## config.mk

```make
export PLATFORM = sky130hd
export DESIGN_NAME = branch_predicate_tracking_buffer_unit
export DESIGN_NICKNAME = d
export VERILOG_FILES = /design/src/rtl/bptb_pkg.sv /design/src/rtl/branch_predicate_tracking_buffer_unit.sv /design/src/rtl/bptb_ram.sv /design/src/rtl/bptb_ctrl.sv /design/src/rtl/bptb_dp.sv
export SDC_FILE = /design/constraint.sdc
export NUM_CORES = 2
export LEC_CHECK = 0
export BUFFER_PORTS_ARGS = -buffer_cell sky130_fd_sc_hd__buf_2
export CORE_AREA = 2 2 468 470
export DETAILED_ROUTE_END_ITERATION = 8
export DIE_AREA = 0 0 470 472
export SYNTH_ARGS = -nofsm -noshare
export SYNTH_HDL_FRONTEND = slang
export SYNTH_SLANG_ARGS = --single-unit
export TNS_END_PERCENT = 20
```

## constraint.sdc

```tcl
create_clock -name clk -period 10.3 [get_ports clk]
set_input_delay 1.03 -clock clk [delete_from_list [all_inputs] [get_ports clk]]
set_output_delay 1.03 -clock clk [all_outputs]
set_load 0.05 [all_outputs]
```

## src/rtl/bptb_pkg.sv

```systemverilog
// ----------------------------------------------------------------------------
// Branch predicate tracking buffer package
// Shared constants, operation codes and the controller/datapath link types.
// ----------------------------------------------------------------------------
package bptb_pkg;

    localparam int TABLE_ENTRIES_DEF   = 16;
    localparam int PREDS_PER_ENTRY_DEF = 4;
    localparam int COMMIT_ROWS_DEF     = 16;

    localparam int IN_TDATA_W  = 112;
    localparam int IN_TUSER_W  = 2;
    localparam int OUT_TDATA_W = 80;
    localparam int OUT_FIELD_W = 75;

    // Request kinds carried on the slave tuser.
    localparam logic [1:0] ACT_ASSIGN = 2'd0;
    localparam logic [1:0] ACT_COMMIT = 2'd1;
    localparam logic [1:0] ACT_UPDATE = 2'd2;
    localparam logic [1:0] ACT_FLUSH  = 2'd3;

    // Datapath operations issued by the controller.
    localparam logic [4:0] OP_NONE       = 5'd0;
    localparam logic [4:0] OP_ASSIGN     = 5'd1;
    localparam logic [4:0] OP_COMMIT     = 5'd2;
    localparam logic [4:0] OP_FLUSH      = 5'd3;
    localparam logic [4:0] OP_SCAN       = 5'd4;
    localparam logic [4:0] OP_APPLY      = 5'd5;
    localparam logic [4:0] OP_RES_RD     = 5'd6;
    localparam logic [4:0] OP_RES_LOAD   = 5'd7;
    localparam logic [4:0] OP_U_INIT     = 5'd8;
    localparam logic [4:0] OP_U_ENT_NEXT = 5'd9;
    localparam logic [4:0] OP_U_CNT_LAT  = 5'd10;
    localparam logic [4:0] OP_U_PRED_LAT = 5'd11;
    localparam logic [4:0] OP_U_PRED_NXT = 5'd12;
    localparam logic [4:0] OP_U_ROW_NEXT = 5'd13;
    localparam logic [4:0] OP_U_MATCH    = 5'd14;
    localparam logic [4:0] OP_U_PRED_RD  = 5'd15;

    typedef struct packed {
        logic [4:0] op;
    } cmd_t;

    typedef struct packed {
        logic scan_done;
        logic ent_end;
        logic ent_valid;
        logic pred_end;
        logic row_end;
        logic row_valid;
        logic row_match;
        logic res_last;
        logic out_free;
    } sts_t;

endpackage

```

## src/rtl/branch_predicate_tracking_buffer_unit.sv

```systemverilog
// Assign request: an accept step, the tag scan over the target memory and an apply step,
//   then 1 to 4 results by default, each handed to a ready sink through the output register.
// Commit and flush requests finish as they are accepted; an update walks every valid
//   entry, each of its stored predicates and the commit rows, writing matched rows back.
// A new request is accepted only once the previous one is finished and the controller is idle.
// Reset (rst_n, asynchronous, active low) empties the table and commit rows.
// ----------------------------------------------------------------------------
// Branch predicate tracking buffer
// Associative buffer keyed by branch target that hands out predicate
// addresses and canceling predicates to instructions as they are assigned.
// ----------------------------------------------------------------------------
module branch_predicate_tracking_buffer_unit #(
    parameter int TABLE_ENTRIES   = bptb_pkg::TABLE_ENTRIES_DEF,
    parameter int PREDS_PER_ENTRY = bptb_pkg::PREDS_PER_ENTRY_DEF,
    parameter int COMMIT_ROWS     = bptb_pkg::COMMIT_ROWS_DEF
) (
    input  logic                             clk,
    input  logic                             rst_n,
    input  logic                             s_axis_tvalid,
    output logic                             s_axis_tready,
    // From bit 0: is_branch, inst_addr, target_addr, row, commit_paddr,
    // commit_pval, commit_cpaddr, commit_cpval, zero fill.
    input  logic [bptb_pkg::IN_TDATA_W-1:0]  s_axis_tdata,
    // From bit 0: action.
    input  logic [bptb_pkg::IN_TUSER_W-1:0]  s_axis_tuser,
    output logic                             m_axis_tvalid,
    input  logic                             m_axis_tready,
    // From bit 0: in_paddr, in_pval, cancel_count, cancel_paddr, cancel_pval,
    // out_paddr, out_cpaddr, table_full, zero fill.
    output logic [bptb_pkg::OUT_TDATA_W-1:0] m_axis_tdata,
    output logic                             m_axis_tlast
);
    import bptb_pkg::*;

    // The controller decodes each request and walks the datapath through the
    // tag scan, the table update and the result sequence. Each result goes
    // through an output register, so the sink may stall at any time.
    cmd_t cmd;
    sts_t sts;

    bptb_ctrl u_ctrl (
        .clk      (clk),
        .rst_n    (rst_n),
        .in_valid (s_axis_tvalid),
        .action   (s_axis_tuser),
        .sts      (sts),
        .cmd      (cmd),
        .in_ready (s_axis_tready)
    );

    bptb_dp #(
        .TABLE_ENTRIES   (TABLE_ENTRIES),
        .PREDS_PER_ENTRY (PREDS_PER_ENTRY),
        .COMMIT_ROWS     (COMMIT_ROWS)
    ) u_dp (
        .clk       (clk),
        .rst_n     (rst_n),
        .cmd       (cmd),
        .sts       (sts),
        .in_data   (s_axis_tdata),
        .out_valid (m_axis_tvalid),
        .out_ready (m_axis_tready),
        .out_data  (m_axis_tdata),
        .out_last  (m_axis_tlast)
    );

endmodule

```

## src/rtl/bptb_ram.sv

```systemverilog
// ----------------------------------------------------------------------------
// Generic RAM
// One write port and one read port with registered read data.
// ----------------------------------------------------------------------------
module bptb_ram #(
    parameter int WIDTH = 8,
    parameter int DEPTH = 16,
    parameter int AW    = (DEPTH > 1) ? $clog2(DEPTH) : 1
) (
    input  logic             clk,
    input  logic             we,
    input  logic [AW-1:0]    waddr,
    input  logic [WIDTH-1:0] wdata,
    input  logic [AW-1:0]    raddr,
    output logic [WIDTH-1:0] rdata
);

    logic [WIDTH-1:0] mem [DEPTH];

    always_ff @(posedge clk)
    begin
        if (we)
        begin
            mem[waddr] <= wdata;
        end
        rdata <= mem[raddr];
    end

endmodule

```

## src/rtl/bptb_ctrl.sv

```systemverilog
// ----------------------------------------------------------------------------
// Branch predicate tracking buffer controller
// Sequences assign, commit, update and flush requests over the datapath.
// ----------------------------------------------------------------------------
module bptb_ctrl (
    input  logic          clk,
    input  logic          rst_n,
    input  logic          in_valid,
    input  logic [1:0]    action,
    input  bptb_pkg::sts_t sts,
    output bptb_pkg::cmd_t cmd,
    output logic          in_ready
);
    import bptb_pkg::*;

    localparam logic [3:0] S_IDLE  = 4'd0;
    localparam logic [3:0] S_SCAN  = 4'd1;
    localparam logic [3:0] S_APPLY = 4'd2;
    localparam logic [3:0] S_RRD   = 4'd3;
    localparam logic [3:0] S_RSHOW = 4'd4;
    localparam logic [3:0] S_UE    = 4'd5;
    localparam logic [3:0] S_UC    = 4'd6;
    localparam logic [3:0] S_UP    = 4'd7;
    localparam logic [3:0] S_UA    = 4'd8;
    localparam logic [3:0] S_UR    = 4'd9;
    localparam logic [3:0] S_UM    = 4'd10;

    logic [3:0] state_reg;
    logic [3:0] state_next;

    always_ff @(posedge clk or negedge rst_n)
    begin
        if (!rst_n)
        begin
            state_reg <= S_IDLE;
        end
        else
        begin
            state_reg <= state_next;
        end
    end

    always_comb
    begin
        state_next = state_reg;
        cmd.op     = OP_NONE;
        in_ready   = 1'b0;
        unique case (state_reg)
            S_IDLE:
            begin
                in_ready = 1'b1;
                if (in_valid)
                begin
                    unique case (action)
                        ACT_ASSIGN:
                        begin
                            cmd.op     = OP_ASSIGN;
                            state_next = S_SCAN;
                        end
                        ACT_COMMIT: cmd.op = OP_COMMIT;
                        ACT_UPDATE:
                        begin
                            cmd.op     = OP_U_INIT;
                            state_next = S_UE;
                        end
                        default: cmd.op = OP_FLUSH;
                    endcase
                end
            end
            S_SCAN:
            begin
                cmd.op = OP_SCAN;
                if (sts.scan_done)
                begin
                    state_next = S_APPLY;
                end
            end
            S_APPLY:
            begin
                cmd.op     = OP_APPLY;
                state_next = S_RRD;
            end
            S_RRD:
            begin
                cmd.op     = OP_RES_RD;
                state_next = S_RSHOW;
            end
            S_RSHOW:
            begin
                if (sts.out_free)
                begin
                    cmd.op     = OP_RES_LOAD;
                    state_next = sts.res_last ? S_IDLE : S_RRD;
                end
                else
                begin
                    // Keep the predicate slot of this result on the read port.
                    cmd.op = OP_RES_RD;
                end
            end
            S_UE:
            begin
                if (sts.ent_end)
                begin
                    state_next = S_IDLE;
                end
                else if (!sts.ent_valid)
                begin
                    cmd.op = OP_U_ENT_NEXT;
                end
                else
                begin
                    state_next = S_UC;
                end
            end
            S_UC:
            begin
                cmd.op     = OP_U_CNT_LAT;
                state_next = S_UP;
            end
            S_UP:
            begin
                if (sts.pred_end)
                begin
                    cmd.op     = OP_U_ENT_NEXT;
                    state_next = S_UE;
                end
                else
                begin
                    cmd.op     = OP_U_PRED_RD;
                    state_next = S_UA;
                end
            end
            S_UA:
            begin
                cmd.op     = OP_U_PRED_LAT;
                state_next = S_UR;
            end
            S_UR:
            begin
                if (sts.row_end)
                begin
                    cmd.op     = OP_U_PRED_NXT;
                    state_next = S_UP;
                end
                else if (!sts.row_valid)
                begin
                    cmd.op = OP_U_ROW_NEXT;
                end
                else
                begin
                    state_next = S_UM;
                end
            end
            S_UM:
            begin
                cmd.op     = OP_U_MATCH;
                state_next = sts.row_match ? S_UP : S_UR;
            end
            default: state_next = S_IDLE;
        endcase
    end

endmodule

```

## src/rtl/bptb_dp.sv

```systemverilog
// ----------------------------------------------------------------------------
// Branch predicate tracking buffer datapath
// Table storage, commit rows, predicate counter and the result register.
// ----------------------------------------------------------------------------
module bptb_dp #(
    parameter int TABLE_ENTRIES   = bptb_pkg::TABLE_ENTRIES_DEF,
    parameter int PREDS_PER_ENTRY = bptb_pkg::PREDS_PER_ENTRY_DEF,
    parameter int COMMIT_ROWS     = bptb_pkg::COMMIT_ROWS_DEF
) (
    input  logic                             clk,
    input  logic                             rst_n,
    input  bptb_pkg::cmd_t                   cmd,
    output bptb_pkg::sts_t                   sts,
    input  logic [bptb_pkg::IN_TDATA_W-1:0]  in_data,
    output logic                             out_valid,
    input  logic                             out_ready,
    output logic [bptb_pkg::OUT_TDATA_W-1:0] out_data,
    output logic                             out_last
);
    import bptb_pkg::*;

    localparam int EW1 = $clog2(TABLE_ENTRIES + 1);
    localparam int EAW = $clog2(TABLE_ENTRIES);
    localparam int CAW = $clog2(TABLE_ENTRIES * PREDS_PER_ENTRY);
    localparam int SW  = $clog2(PREDS_PER_ENTRY + 1);
    localparam int RW1 = $clog2(COMMIT_ROWS + 1);
    localparam int RAW = (COMMIT_ROWS > 1) ? $clog2(COMMIT_ROWS) : 1;
    localparam logic [16:0] NONE17 = 17'h1FFFF;
    localparam logic [1:0]  NONE2  = 2'b11;

    // Request fields.
    logic               f_br;
    logic [31:0]        f_inst;
    logic [31:0]        f_tgt;
    logic [3:0]         f_row;
    logic signed [16:0] f_paddr;
    logic signed [1:0]  f_pval;
    logic [16:0]        f_cpaddr;
    logic [1:0]         f_cpval;

    assign f_br     = in_data[0];
    assign f_inst   = in_data[32:1];
    assign f_tgt    = in_data[64:33];
    assign f_row    = in_data[68:65];
    assign f_paddr  = $signed(in_data[85:69]);
    assign f_pval   = $signed(in_data[87:86]);
    assign f_cpaddr = in_data[104:88];
    assign f_cpval  = in_data[106:105];

    // Control state.
    logic [TABLE_ENTRIES-1:0] valid_reg, valid_next;
    logic [COMMIT_ROWS-1:0]   rowv_reg, rowv_next;
    logic [15:0]              ctr_reg, ctr_next;
    logic                     delay_reg, delay_next;
    logic signed [16:0]       lat_addr_reg, lat_addr_next;
    logic signed [1:0]        lat_val_reg, lat_val_next;
    logic                     ovalid_reg, ovalid_next;
    logic                     rdv_reg, rdv_next;

    // Working registers.
    logic           br_reg, br_next;
    logic [31:0]    key_reg, key_next;
    logic [31:0]    tgt_reg, tgt_next;
    logic [15:0]    inp_reg, inp_next;
    logic [1:0]     inpv_reg, inpv_next;
    logic           indelay_reg, indelay_next;
    logic [EW1-1:0] ent_reg, ent_next;
    logic [SW-1:0]  sub_reg, sub_next;
    logic [RW1-1:0] row_reg, row_next;
    logic [EAW-1:0] rdidx_reg, rdidx_next;
    logic           kf_reg, kf_next;
    logic [EAW-1:0] kidx_reg, kidx_next;
    logic [SW-1:0]  kcnt_reg, kcnt_next;
    logic           tf_reg, tf_next;
    logic [EAW-1:0] tidx_reg, tidx_next;
    logic [SW-1:0]  tcnt_reg, tcnt_next;
    logic           ff_reg, ff_next;
    logic [EAW-1:0] fidx_reg, fidx_next;
    logic [SW-1:0]  rescnt_reg, rescnt_next;
    logic [16:0]    outp_reg, outp_next;
    logic [16:0]    outcp_reg, outcp_next;
    logic           full_reg, full_next;
    logic [SW-1:0]  updcnt_reg, updcnt_next;
    logic [16:0]    updaddr_reg, updaddr_next;
    logic [OUT_FIELD_W-1:0] od_reg, od_next;
    logic           olast_reg, olast_next;

    // Memory ports.
    logic           tgt_we;
    logic [EAW-1:0] tgt_waddr;
    logic [31:0]    tgt_rdata;
    logic           cnt_we;
    logic [EAW-1:0] cnt_waddr;
    logic [SW-1:0]  cnt_wdata;
    logic [SW-1:0]  cnt_rdata;
    logic           can_we;
    logic [CAW-1:0] can_waddr;
    logic [18:0]    can_wdata;
    logic [CAW-1:0] can_raddr;
    logic [18:0]    can_rdata;
    logic           row_we;
    logic [18:0]    row_rdata;

    logic [EAW-1:0] ent_idx;
    logic [RAW-1:0] row_idx;
    logic [15:0]    inp_w;
    logic           last_w;

    function automatic logic [CAW-1:0] slot(input logic [EAW-1:0] idx,
                                            input logic [SW-1:0] sub);
        slot = CAW'(int'(idx) * PREDS_PER_ENTRY + int'(sub));
    endfunction

    assign ent_idx   = ent_reg[EAW-1:0];
    assign row_idx   = row_reg[RAW-1:0];
    assign can_raddr = (cmd.op == OP_RES_RD) ? slot(kidx_reg, sub_reg)
                                             : slot(ent_idx, sub_reg);
    assign inp_w     = ctr_reg + 16'(delay_reg & f_br);
    assign last_w    = (rescnt_reg == '0) ||
                       ({1'b0, sub_reg} + (SW+1)'(1) == {1'b0, rescnt_reg});

    assign sts.scan_done = (ent_reg == EW1'(TABLE_ENTRIES)) && !rdv_reg;
    assign sts.ent_end   = (ent_reg == EW1'(TABLE_ENTRIES));
    assign sts.ent_valid = valid_reg[ent_idx];
    assign sts.pred_end  = (sub_reg == updcnt_reg);
    assign sts.row_end   = (row_reg == RW1'(COMMIT_ROWS));
    assign sts.row_valid = rowv_reg[row_idx];
    assign sts.row_match = (row_rdata[16:0] == updaddr_reg);
    assign sts.res_last  = last_w;
    assign sts.out_free  = !ovalid_reg || out_ready;

    assign out_valid = ovalid_reg;
    assign out_data  = {{(OUT_TDATA_W-OUT_FIELD_W){1'b0}}, od_reg};
    assign out_last  = olast_reg;

    bptb_ram #(.WIDTH(32), .DEPTH(TABLE_ENTRIES)) u_tgt_ram (
        .clk(clk), .we(tgt_we), .waddr(tgt_waddr), .wdata(tgt_reg),
        .raddr(ent_idx), .rdata(tgt_rdata)
    );

    bptb_ram #(.WIDTH(SW), .DEPTH(TABLE_ENTRIES)) u_cnt_ram (
        .clk(clk), .we(cnt_we), .waddr(cnt_waddr), .wdata(cnt_wdata),
        .raddr(ent_idx), .rdata(cnt_rdata)
    );

    bptb_ram #(.WIDTH(19), .DEPTH(TABLE_ENTRIES * PREDS_PER_ENTRY)) u_can_ram (
        .clk(clk), .we(can_we), .waddr(can_waddr), .wdata(can_wdata),
        .raddr(can_raddr), .rdata(can_rdata)
    );

    bptb_ram #(.WIDTH(19), .DEPTH(COMMIT_ROWS)) u_row_ram (
        .clk(clk), .we(row_we), .waddr(RAW'(f_row)), .wdata({f_cpval, f_cpaddr}),
        .raddr(row_idx), .rdata(row_rdata)
    );

    always_comb
    begin
        valid_next    = valid_reg;
        rowv_next     = rowv_reg;
        ctr_next      = ctr_reg;
        delay_next    = delay_reg;
        lat_addr_next = lat_addr_reg;
        lat_val_next  = lat_val_reg;
        ovalid_next   = ovalid_reg && !out_ready;
        rdv_next      = 1'b0;
        br_next       = br_reg;
        key_next      = key_reg;
        tgt_next      = tgt_reg;
        inp_next      = inp_reg;
        inpv_next     = inpv_reg;
        indelay_next  = indelay_reg;
        ent_next      = ent_reg;
        sub_next      = sub_reg;
        row_next      = row_reg;
        rdidx_next    = rdidx_reg;
        kf_next       = kf_reg;
        kidx_next     = kidx_reg;
        kcnt_next     = kcnt_reg;
        tf_next       = tf_reg;
        tidx_next     = tidx_reg;
        tcnt_next     = tcnt_reg;
        ff_next       = ff_reg;
        fidx_next     = fidx_reg;
        rescnt_next   = rescnt_reg;
        outp_next     = outp_reg;
        outcp_next    = outcp_reg;
        full_next     = full_reg;
        updcnt_next   = updcnt_reg;
        updaddr_next  = updaddr_reg;
        od_next       = od_reg;
        olast_next    = olast_reg;
        tgt_we        = 1'b0;
        tgt_waddr     = fidx_reg;
        cnt_we        = 1'b0;
        cnt_waddr     = fidx_reg;
        cnt_wdata     = SW'(1);
        can_we        = 1'b0;
        can_waddr     = slot(fidx_reg, '0);
        can_wdata     = {NONE2, 1'b0, inp_reg};
        row_we        = 1'b0;

        // Tag compare of the entry read in the previous scan cycle.
        if (rdv_reg)
        begin
            if (valid_reg[rdidx_reg] && tgt_rdata == key_reg && !kf_reg)
            begin
                kf_next   = 1'b1;
                kidx_next = rdidx_reg;
                kcnt_next = cnt_rdata;
            end
            if (valid_reg[rdidx_reg] && tgt_rdata == tgt_reg && !tf_reg)
            begin
                tf_next   = 1'b1;
                tidx_next = rdidx_reg;
                tcnt_next = cnt_rdata;
            end
            if (!valid_reg[rdidx_reg] && !ff_reg)
            begin
                ff_next   = 1'b1;
                fidx_next = rdidx_reg;
            end
        end

        case (cmd.op)
            OP_ASSIGN:
            begin
                br_next      = f_br;
                tgt_next     = f_tgt;
                inp_next     = inp_w;
                inpv_next    = ($signed({1'b0, inp_w}) == lat_addr_reg) ?
                               lat_val_reg : NONE2;
                indelay_next = delay_reg & ~f_br;
                key_next     = (delay_reg & ~f_br) ? f_inst - 32'd4 : f_inst;
                ctr_next     = ctr_reg + 16'(delay_reg);
                delay_next   = 1'b0;
                ent_next     = '0;
                kf_next      = 1'b0;
                tf_next      = 1'b0;
                ff_next      = 1'b0;
            end
            OP_COMMIT:
            begin
                if ({28'd0, f_row} < 32'(COMMIT_ROWS))
                begin
                    row_we             = 1'b1;
                    rowv_next[RAW'(f_row)] = 1'b1;
                    if (f_paddr > lat_addr_reg)
                    begin
                        lat_addr_next = f_paddr;
                        lat_val_next  = f_pval;
                    end
                end
            end
            OP_FLUSH:
            begin
                valid_next    = '0;
                ctr_next      = '0;
                delay_next    = 1'b0;
                lat_addr_next = '0;
                lat_val_next  = 2'sd1;
            end
            OP_SCAN:
            begin
                if (ent_reg != EW1'(TABLE_ENTRIES))
                begin
                    rdv_next   = 1'b1;
                    rdidx_next = ent_idx;
                    ent_next   = ent_reg + EW1'(1);
                end
            end
            OP_APPLY:
            begin
                rescnt_next = kf_reg ? kcnt_reg : '0;
                sub_next    = '0;
                full_next   = 1'b0;
                outp_next   = NONE17;
                outcp_next  = NONE17;
                if (kf_reg && !br_reg)
                begin
                    valid_next[kidx_reg] = 1'b0;
                end
                if (!indelay_reg && br_reg)
                begin
                    delay_next = 1'b1;
                    outp_next  = {1'b0, ctr_reg + 16'd1};
                    outcp_next = {1'b0, ctr_reg + 16'd1};
                    can_wdata  = {NONE2, 1'b0, ctr_reg + 16'd1};
                    if (tf_reg)
                    begin
                        if (tcnt_reg < SW'(PREDS_PER_ENTRY))
                        begin
                            can_we    = 1'b1;
                            can_waddr = slot(tidx_reg, tcnt_reg);
                            cnt_we    = 1'b1;
                            cnt_waddr = tidx_reg;
                            cnt_wdata = tcnt_reg + SW'(1);
                        end
                    end
                    else if (ff_reg)
                    begin
                        valid_next[fidx_reg] = 1'b1;
                        tgt_we = 1'b1;
                        cnt_we = 1'b1;
                        can_we = 1'b1;
                    end
                    else
                    begin
                        full_next = 1'b1;
                    end
                end
                else if (!indelay_reg && kf_reg && kcnt_reg != '0)
                begin
                    ctr_next  = ctr_reg + 16'd1;
                    outp_next = {1'b0, ctr_reg + 16'd1};
                end
            end
            OP_RES_LOAD:
            begin
                ovalid_next = 1'b1;
                olast_next  = last_w;
                od_next     = {full_reg, outcp_reg, outp_reg,
                               (rescnt_reg != '0) ? can_rdata[18:17] : NONE2,
                               (rescnt_reg != '0) ? can_rdata[16:0] : NONE17,
                               3'(rescnt_reg), inpv_reg, inp_reg};
                sub_next    = sub_reg + SW'(1);
            end
            OP_U_INIT:     ent_next = '0;
            OP_U_ENT_NEXT: ent_next = ent_reg + EW1'(1);
            OP_U_CNT_LAT:
            begin
                updcnt_next = cnt_rdata;
                sub_next    = '0;
            end
            OP_U_PRED_LAT:
            begin
                updaddr_next = can_rdata[16:0];
                row_next     = '0;
            end
            OP_U_PRED_NXT: sub_next = sub_reg + SW'(1);
            OP_U_ROW_NEXT: row_next = row_reg + RW1'(1);
            OP_U_MATCH:
            begin
                if (row_rdata[16:0] == updaddr_reg)
                begin
                    can_we    = 1'b1;
                    can_waddr = slot(ent_idx, sub_reg);
                    can_wdata = {row_rdata[18:17], updaddr_reg};
                    sub_next  = sub_reg + SW'(1);
                end
                else
                begin
                    row_next = row_reg + RW1'(1);
                end
            end
            default: ;
        endcase
    end

    always_ff @(posedge clk or negedge rst_n)
    begin
        if (!rst_n)
        begin
            valid_reg    <= '0;
            rowv_reg     <= '0;
            ctr_reg      <= '0;
            delay_reg    <= 1'b0;
            lat_addr_reg <= '0;
            lat_val_reg  <= 2'sd1;
            ovalid_reg   <= 1'b0;
            rdv_reg      <= 1'b0;
        end
        else
        begin
            valid_reg    <= valid_next;
            rowv_reg     <= rowv_next;
            ctr_reg      <= ctr_next;
            delay_reg    <= delay_next;
            lat_addr_reg <= lat_addr_next;
            lat_val_reg  <= lat_val_next;
            ovalid_reg   <= ovalid_next;
            rdv_reg      <= rdv_next;
        end
    end

    always_ff @(posedge clk)
    begin
        br_reg      <= br_next;
        key_reg     <= key_next;
        tgt_reg     <= tgt_next;
        inp_reg     <= inp_next;
        inpv_reg    <= inpv_next;
        indelay_reg <= indelay_next;
        ent_reg     <= ent_next;
        sub_reg     <= sub_next;
        row_reg     <= row_next;
        rdidx_reg   <= rdidx_next;
        kf_reg      <= kf_next;
        kidx_reg    <= kidx_next;
        kcnt_reg    <= kcnt_next;
        tf_reg      <= tf_next;
        tidx_reg    <= tidx_next;
        tcnt_reg    <= tcnt_next;
        ff_reg      <= ff_next;
        fidx_reg    <= fidx_next;
        rescnt_reg  <= rescnt_next;
        outp_reg    <= outp_next;
        outcp_reg   <= outcp_next;
        full_reg    <= full_next;
        updcnt_reg  <= updcnt_next;
        updaddr_reg <= updaddr_next;
        od_reg      <= od_next;
        olast_reg   <= olast_next;
    end

endmodule
```

Word level (Yosys, flattened, before mapping)

Memory sizes are Yosys's and may differ from the RTL's. A register that Yosys moved wholly into a read port is not among the register bits.
Index checks and enable logic that the tools add are counted.

Output and inout bits: 83
RAM bits: 2080
Word-level logic and storage cells: 273
Flip-flop bits (word level): 330
Memories kept: 4

Bitwise logic cells: 8
Mux-type cells: 99
Order comparisons: 11
$add $sub $neg: 12
Reduce and logical (&&, ||, !) cells: 53
Eq/ne operators: 48

Memory list:

| name               | words | width | rd ports | clocked after memory_dff | wr ports | line           | RTL |
|---|---|---|---|---|---|---|---|
| u_dp.u_can_ram.mem | 64    | 19    | 1        | 1                        | 1        | bptb_ram.sv:18 | `logic [WIDTH-1:0] mem [DEPTH];` |
| u_dp.u_tgt_ram.mem | 16    | 32    | 1        | 1                        | 1        | bptb_ram.sv:18 |  |
| u_dp.u_row_ram.mem | 16    | 19    | 1        | 1                        | 1        | bptb_ram.sv:18 |  |
| u_dp.u_cnt_ram.mem | 16    | 3     | 1        | 1                        | 1        | bptb_ram.sv:18 |  |

Operators with widths:

| operator              | count |
|---|---|
| $mux 16               | 9 |
| $eq 32x32->1          | 2 |
| $mux 4                | 15 |
| $pmux 5 s11           | 1 |
| $mux 17               | 3 |
| $pmux 16 s3           | 1 |
| $pmux 4 s11           | 1 |
| $pmux 19 s2           | 1 |
| $eq 5x4->1 const B    | 7 |
| $eq 17x17->1          | 2 |
| $pmux 17 s2           | 1 |
| $mux 32               | 1 |
| $or 16x16->16         | 2 |
| $pmux 16 s2           | 1 |
| $sub 32x3->32 const B | 1 |
| $mux 1                | 31 |
| $lt 4x5->1 const B    | 6 |
| $mux 6                | 5 |
| $pmux 5 s3            | 2 |
| $mux 5                | 5 |
| $eq 5x3->1 const B    | 4 |
| $mux 19               | 1 |
| $add 6x3->6           | 3 |
| $mux 3                | 6 |
| 50 further kinds      | 120 |

Depth between registers and ports, before layout

Depth in word-level cells: 13
Gate-level depth with buffers: 15

Hierarchy

A second synthesis with hierarchy kept.

Cell total of the unflattened synthesis: 4916
Area total of the unflattened synthesis: 96950.5 sq um

Modules (own cells, without submodules):

| module                     | times used | seq. area each (sq um) | area an instance (sq um) | cells each |
|---|---|---|---|---|
| bptb_ram at u_dp.u_can_ram | 1          | 36895.4                | 47107.7                  | 2159 |
| bptb_ram at u_dp.u_tgt_ram | 1          | 16015.4                | 19854.0                  | 838 |
| bptb_dp                    | 1          | 9410.3                 | 15548.7                  | 1231 |
| bptb_ram at u_dp.u_row_ram | 1          | 9509.1                 | 11845.1                  | 507 |
| bptb_ram at u_dp.u_cnt_ram | 1          | 1501.4                 | 2011.9                   | 103 |
| bptb_ctrl                  | 1          | 100.1                  | 583.1                    | 78 |

Least setup slack after synthesis

OpenSTA, ideal clock, no wires.

Kind: input to register
From: in m_axis_tready
To: reg u_dp.sub_reg[0], data pin
Setup time: 0.160 ns
Arrival time: 4.650 ns
Setup slack: 5.490 ns
Buffers on the path: 0
Stages on the path: 4
Required time: 10.140 ns
Cells stage by stage: nor2b_1 -> nor2_1 -> nor2b_1 -> nor2_1

Cells in the longest elaborated chain, start to end: 6

RTL lines:

| item                                            | line                                        | RTL |
|---|---|---|
| start, declared                                 | branch_predicate_tracking_buffer_unit.sv:27 | `input logic m_axis_tready,` |
| $logic_or 1x1->1 (*)                            | bptb_dp.sv:130                              | `assign sts.out_free = !ovalid_reg \|\| out_ready;` |
| $mux 1 (*)                                      | bptb_ctrl.sv:90                             | `if (sts.out_free)` |
| $pmux 5 s11 (*)                                 | bptb_ctrl.sv:48                             | `unique case (state_reg)` |
| $eq 5x4->1 / $eq 5x3->1 (equally long branches) | bptb_dp.sv:224                              | `case (cmd.op)` |
| $reduce_or 2->1 (no source line)                | -                                           |  |
| $pmux 3 s3 (*)                                  | bptb_dp.sv:224                              |  |
| end signal, assigned                            | bptb_dp.sv:394                              | `sub_reg <= sub_next;` |
| end, declared                                   | bptb_dp.sv:68                               | `logic [SW-1:0] sub_reg, sub_next;` |

Every way passes the cells marked *; elsewhere a longest branch is shown, timed or not.
A chain may end at the register's enable or synchronous reset.

Worst setup path after layout

From: reg u_ctrl.state_reg[3]
To: mem u_dp.u_can_ram.mem[34][17] (netlist: u_dp.u_can_ram.mem[17][17]) (enable)

Cells in the longest elaborated chain, start to end: 6

RTL lines:

| item                                            | line            | RTL |
|---|---|---|
| start, declared                                 | bptb_ctrl.sv:28 | `logic [3:0] state_reg;` |
| start signal, assigned                          | bptb_ctrl.sv:39 | `state_reg <= state_next;` |
| $eq 4x4->1, or another cell as far along        | bptb_ctrl.sv:48 |  |
| $pmux 5 s11 (*)                                 | bptb_ctrl.sv:48 |  |
| $eq 5x4->1 / $eq 5x3->1 (equally long branches) | -               |  |
| $pmux 1 s2                                      | bptb_dp.sv:224  |  |
| $mux 1                                          | bptb_ram.sv:22  | `if (we)` |
| $mux 1 (implied by the code)                    | bptb_ram.sv:24  | `mem[waddr] <= wdata;` |
| end, declared                                   | bptb_ram.sv:18  |  |

Marked as above.

==> flow_summary.ini <==
[timing]
skew_ps = 88.0
fin_hold_ws_ps = 290
worst_pin_slew_ps = 1250
hold_viol_final = 0
min_period_ps = 5320
fin_tns_setup_ps = 0
final.setup.worst_slack_ps = 4980
setup_violations = 0
maxSlewHeadroom_pct = 16.6
drv_slew = 0
rsz0062_at_grt = false
max_freq_mhz = 188
timing.final.crit_share_pct = 51.6

[yosys]
synth_most_common_cell = edfxtp_1
synth.distinct_cells = 96
synth.cell_area_um2 = 97000
async_reset_ff_share_pct = 2.98
postSynthCellCount = 4673
synth_xor_area_share_pct = 1.67
ys_top_cells_by_area = edfxtp_1 72%, mux4_2 14%, dfrtp_1 1.9%
post_synth.cell_area_avg_um2 = 20.8
ys_ff_latch = 2483
synth-compound-area-share_pct = 2.26
netlist_top_cells_count = 2333 x edfxtp_1, 583 x mux4_2, 191 x nor2_1
synthAdderAreaFrac_pct = 0.503
synth_flop_cell = edfxtp_1
synth_area_leader_cell = edfxtp_1
synthMuxAreaShare_pct = 15.5
ys_seq_area_share_pct = 75.7
yosysTopAreaCellShare_pct = 72.2
synth_edf_count = 2333
synth_top_family_by_area = multiplexers
synthSimpleGateAreaFrac_pct = 3.19
yosys_warnings = 0

[floorplanning]
io_pins = 201
die-area_um2 = 222000
die_w_um = 470
rows = 171
die_h_um = 472
core-area_um2 = 217000
initial_core_util_pct = 44.8

[finish]
reg_top3 = u_dp.u_can_ram.mem x1216, u_dp.u_tgt_ram.mem x512, u_dp.u_row_ram.mem x304
fin_util_pct = 51.2
fin_nets = 5230
design_area_um2 = 111000
top_register = u_dp.u_can_ram.mem
fin_cells = 8130
fillers = 17100
largest_reg_flops = 1216
drive_above_1_share_pct = 28.3
area_growth_pct = 14.3

[global_route]
grt_usage_pct = 21.2
grt_first_pass_wirelength_um = 341000
grt_max_degree = 144
met1_usage_pct = 30.3
antenna_found_initial = 23
grt-ovfl-total = 0
grtUsageMet2_pct = 33.3
grt_pass1_vias = 48100
globalRoute.busiestLayer = met2
met3_usage_pct = 3.39

[hold_path]
hp-class = in2reg

[clocking]
htree_levels = 5
cts.path.max_buffers = 4
cts_tree = yes
clockRootBuffer = clkbuf_16
insertion_delay_ps = 930
hold_buffers = 1
cts_resized = 0
path_clk_slew_ps = 60
post_cts_buffers = 0
cts_inserted_buffers = 278
clock_sinks = 2483

[setup_path]
worstPathMaxFanout = 43
start_kind = flop
r2r_setup_slack_ps = 4980
critPathRequiredTime_ps = 10810
worstSetupEndpointType = flop
criticalPathCategory = reg2reg
worstPathArrival_ps = 5820

[drt]
drc = 0
ant_nets = 0
drt_iter0_drc = 5258
totalWireLength_um = 237000
wire_per_inst_um = 29.2
via_count = 47700
via_per_inst = 5.87
first_pass_iters = 5

[placed_design]
dp_hpwl_um = 137000
place_area_um2 = 102000
numPortBuffers = 190
dp_cells = 7646
dp_slack_ps = 4920
gp_congestion = 0.881

[pwr]
comb_power_share_pct = 0.4
vdd_drop_max_mv = 0.176
p_per_area_nw_per_um2 = 183
p_leak_nw = 36.8
seq_power_share_pct = 53.7
switchingPower_mw = 3.88
switching_share_pct = 19.1
intPower_mw = 16.4
fin_total_pwr_mw = 20.3
clock_power_share_pct = 45.9

[outcome]
status = completed

[flow_run]
maxCapViolCount = 0
==> cell families (layout without fill, tap and decap cells) <==
group                    count (synthesis)  in the layout
other                                    1             18
multiplexers                           767            767
buffers and inverters                  285            871
AND/OR/NAND/NOR                        621            621
adder cells (fa/ha/maj)                 39             39
flip-flops                            2483           2483
XOR/XNOR                               171            171
AO/OA/AOI/OAI                          306            306
==> path summary, 6_finish.rpt <==
path                       depth (start not counted)                                   end                            start
max in group asynchronous                          3         u_dp.valid_reg[0]$_DFFE_PN0N_                            rst_n
min reg2reg                                        0             u_dp.od_reg[44]$_DFFE_PP_       u_dp.outp_reg[4]$_DFFE_PP_
max                                                9  u_dp.u_can_ram.mem[17][17]$_DFFE_PP_  u_ctrl.state_reg[3]$_DFFE_PN0P_
min                                                1             u_dp.tgt_reg[7]$_DFFE_PP_                 s_axis_tdata[40]
max reg2reg                                        9  u_dp.u_can_ram.mem[17][17]$_DFFE_PP_  u_ctrl.state_reg[3]$_DFFE_PN0P_
min in group asynchronous                          2      u_dp.lat_addr_reg[4]$_DFFE_PN0P_                            rst_n
==> metal layers <==
metal,wire length [µm],vias to the layer above
li1,-,20100
met4,8500,2
met5,18,-
met1,100000,25500
met2,113000,1694
met3,15300,437
==> area by class of cell <==
class | instances | area [µm²] | share of cell area, %
sequential | 2483 | 73400 | 66.3
timing repair buffer | 347 | 2220 | 2.01
clock buffer | 357 | 7550 | 6.82
tap | 2854 | 3570 | 3.22
clock inverter | 113 | 896 | 0.808
antenna | 13 | 32.5 | 0.0294
multi-input combinational | 1909 | 22900 | 20.7
inverter | 54 | 205 | 0.185
==> critical path: stages, from the launching register on <==
cell and delay, ps:
dfrtp_1 780, nor2_1 140, nand2_1 400, inv_2 210
buf_4 330, and2_1 390, nand2_1 200, nand4_1 570
a2111o_1 900, nor2_2 960
==> placed cells by master (no fill, tap or decap), types with 16 or more instances in the layout <==
cell type | Yosys | final
edfxtp_1 | 2333 | 2333
mux4_2 | 583 | 583
clkbuf_16 | 0 | 286
buf_2 | 35 | 189
mux2i_1 | 168 | 167
buf_4 | 5 | 150
nor2_1 | 191 | 129
nand2_1 | 120 | 120
xor2_1 | 103 | 103
o22ai_1 | 91 | 91
dfxtp_1 | 76 | 76
dfrtp_1 | 73 | 73
xnor2_1 | 59 | 59
clkbuf_1 | 160 | 58
inv_1 | 52 | 52
nor2_2 | 1 | 44
o21ai_0 | 42 | 42
clkinv_2 | 0 | 42
clkinv_1 | 1 | 41
nand3_1 | 39 | 39
nor3_2 | 1 | 39
ha_1 | 39 | 39
nor4_1 | 29 | 29
nand4_1 | 28 | 28
or2_2 | 26 | 26
nor3_1 | 61 | 23
a21oi_1 | 23 | 23
or4_1 | 22 | 22
o21bai_1 | 21 | 21
nor2_4 | 1 | 20
nand2b_1 | 20 | 18
a221o_2 | 0 | 16
a31oi_1 | 16 | 16
mux2_2 | 16 | 16
==> power groups by stage <==
stage / sequential, mW / clock (mW) / combinational [mW]
floorplan: 11.1 / 0 / 0.0207
global placement: 11.1 / 0 / 0.0747
detailed placement: 11.1 / 0 / 0.0764
CTS: 10.9 / 9.48 / 0.0778
global route: 10.9 / 9.87 / 0.0856
finish: 10.9 / 9.30 / 0.0768
Power figures use the tool's default switching activity.
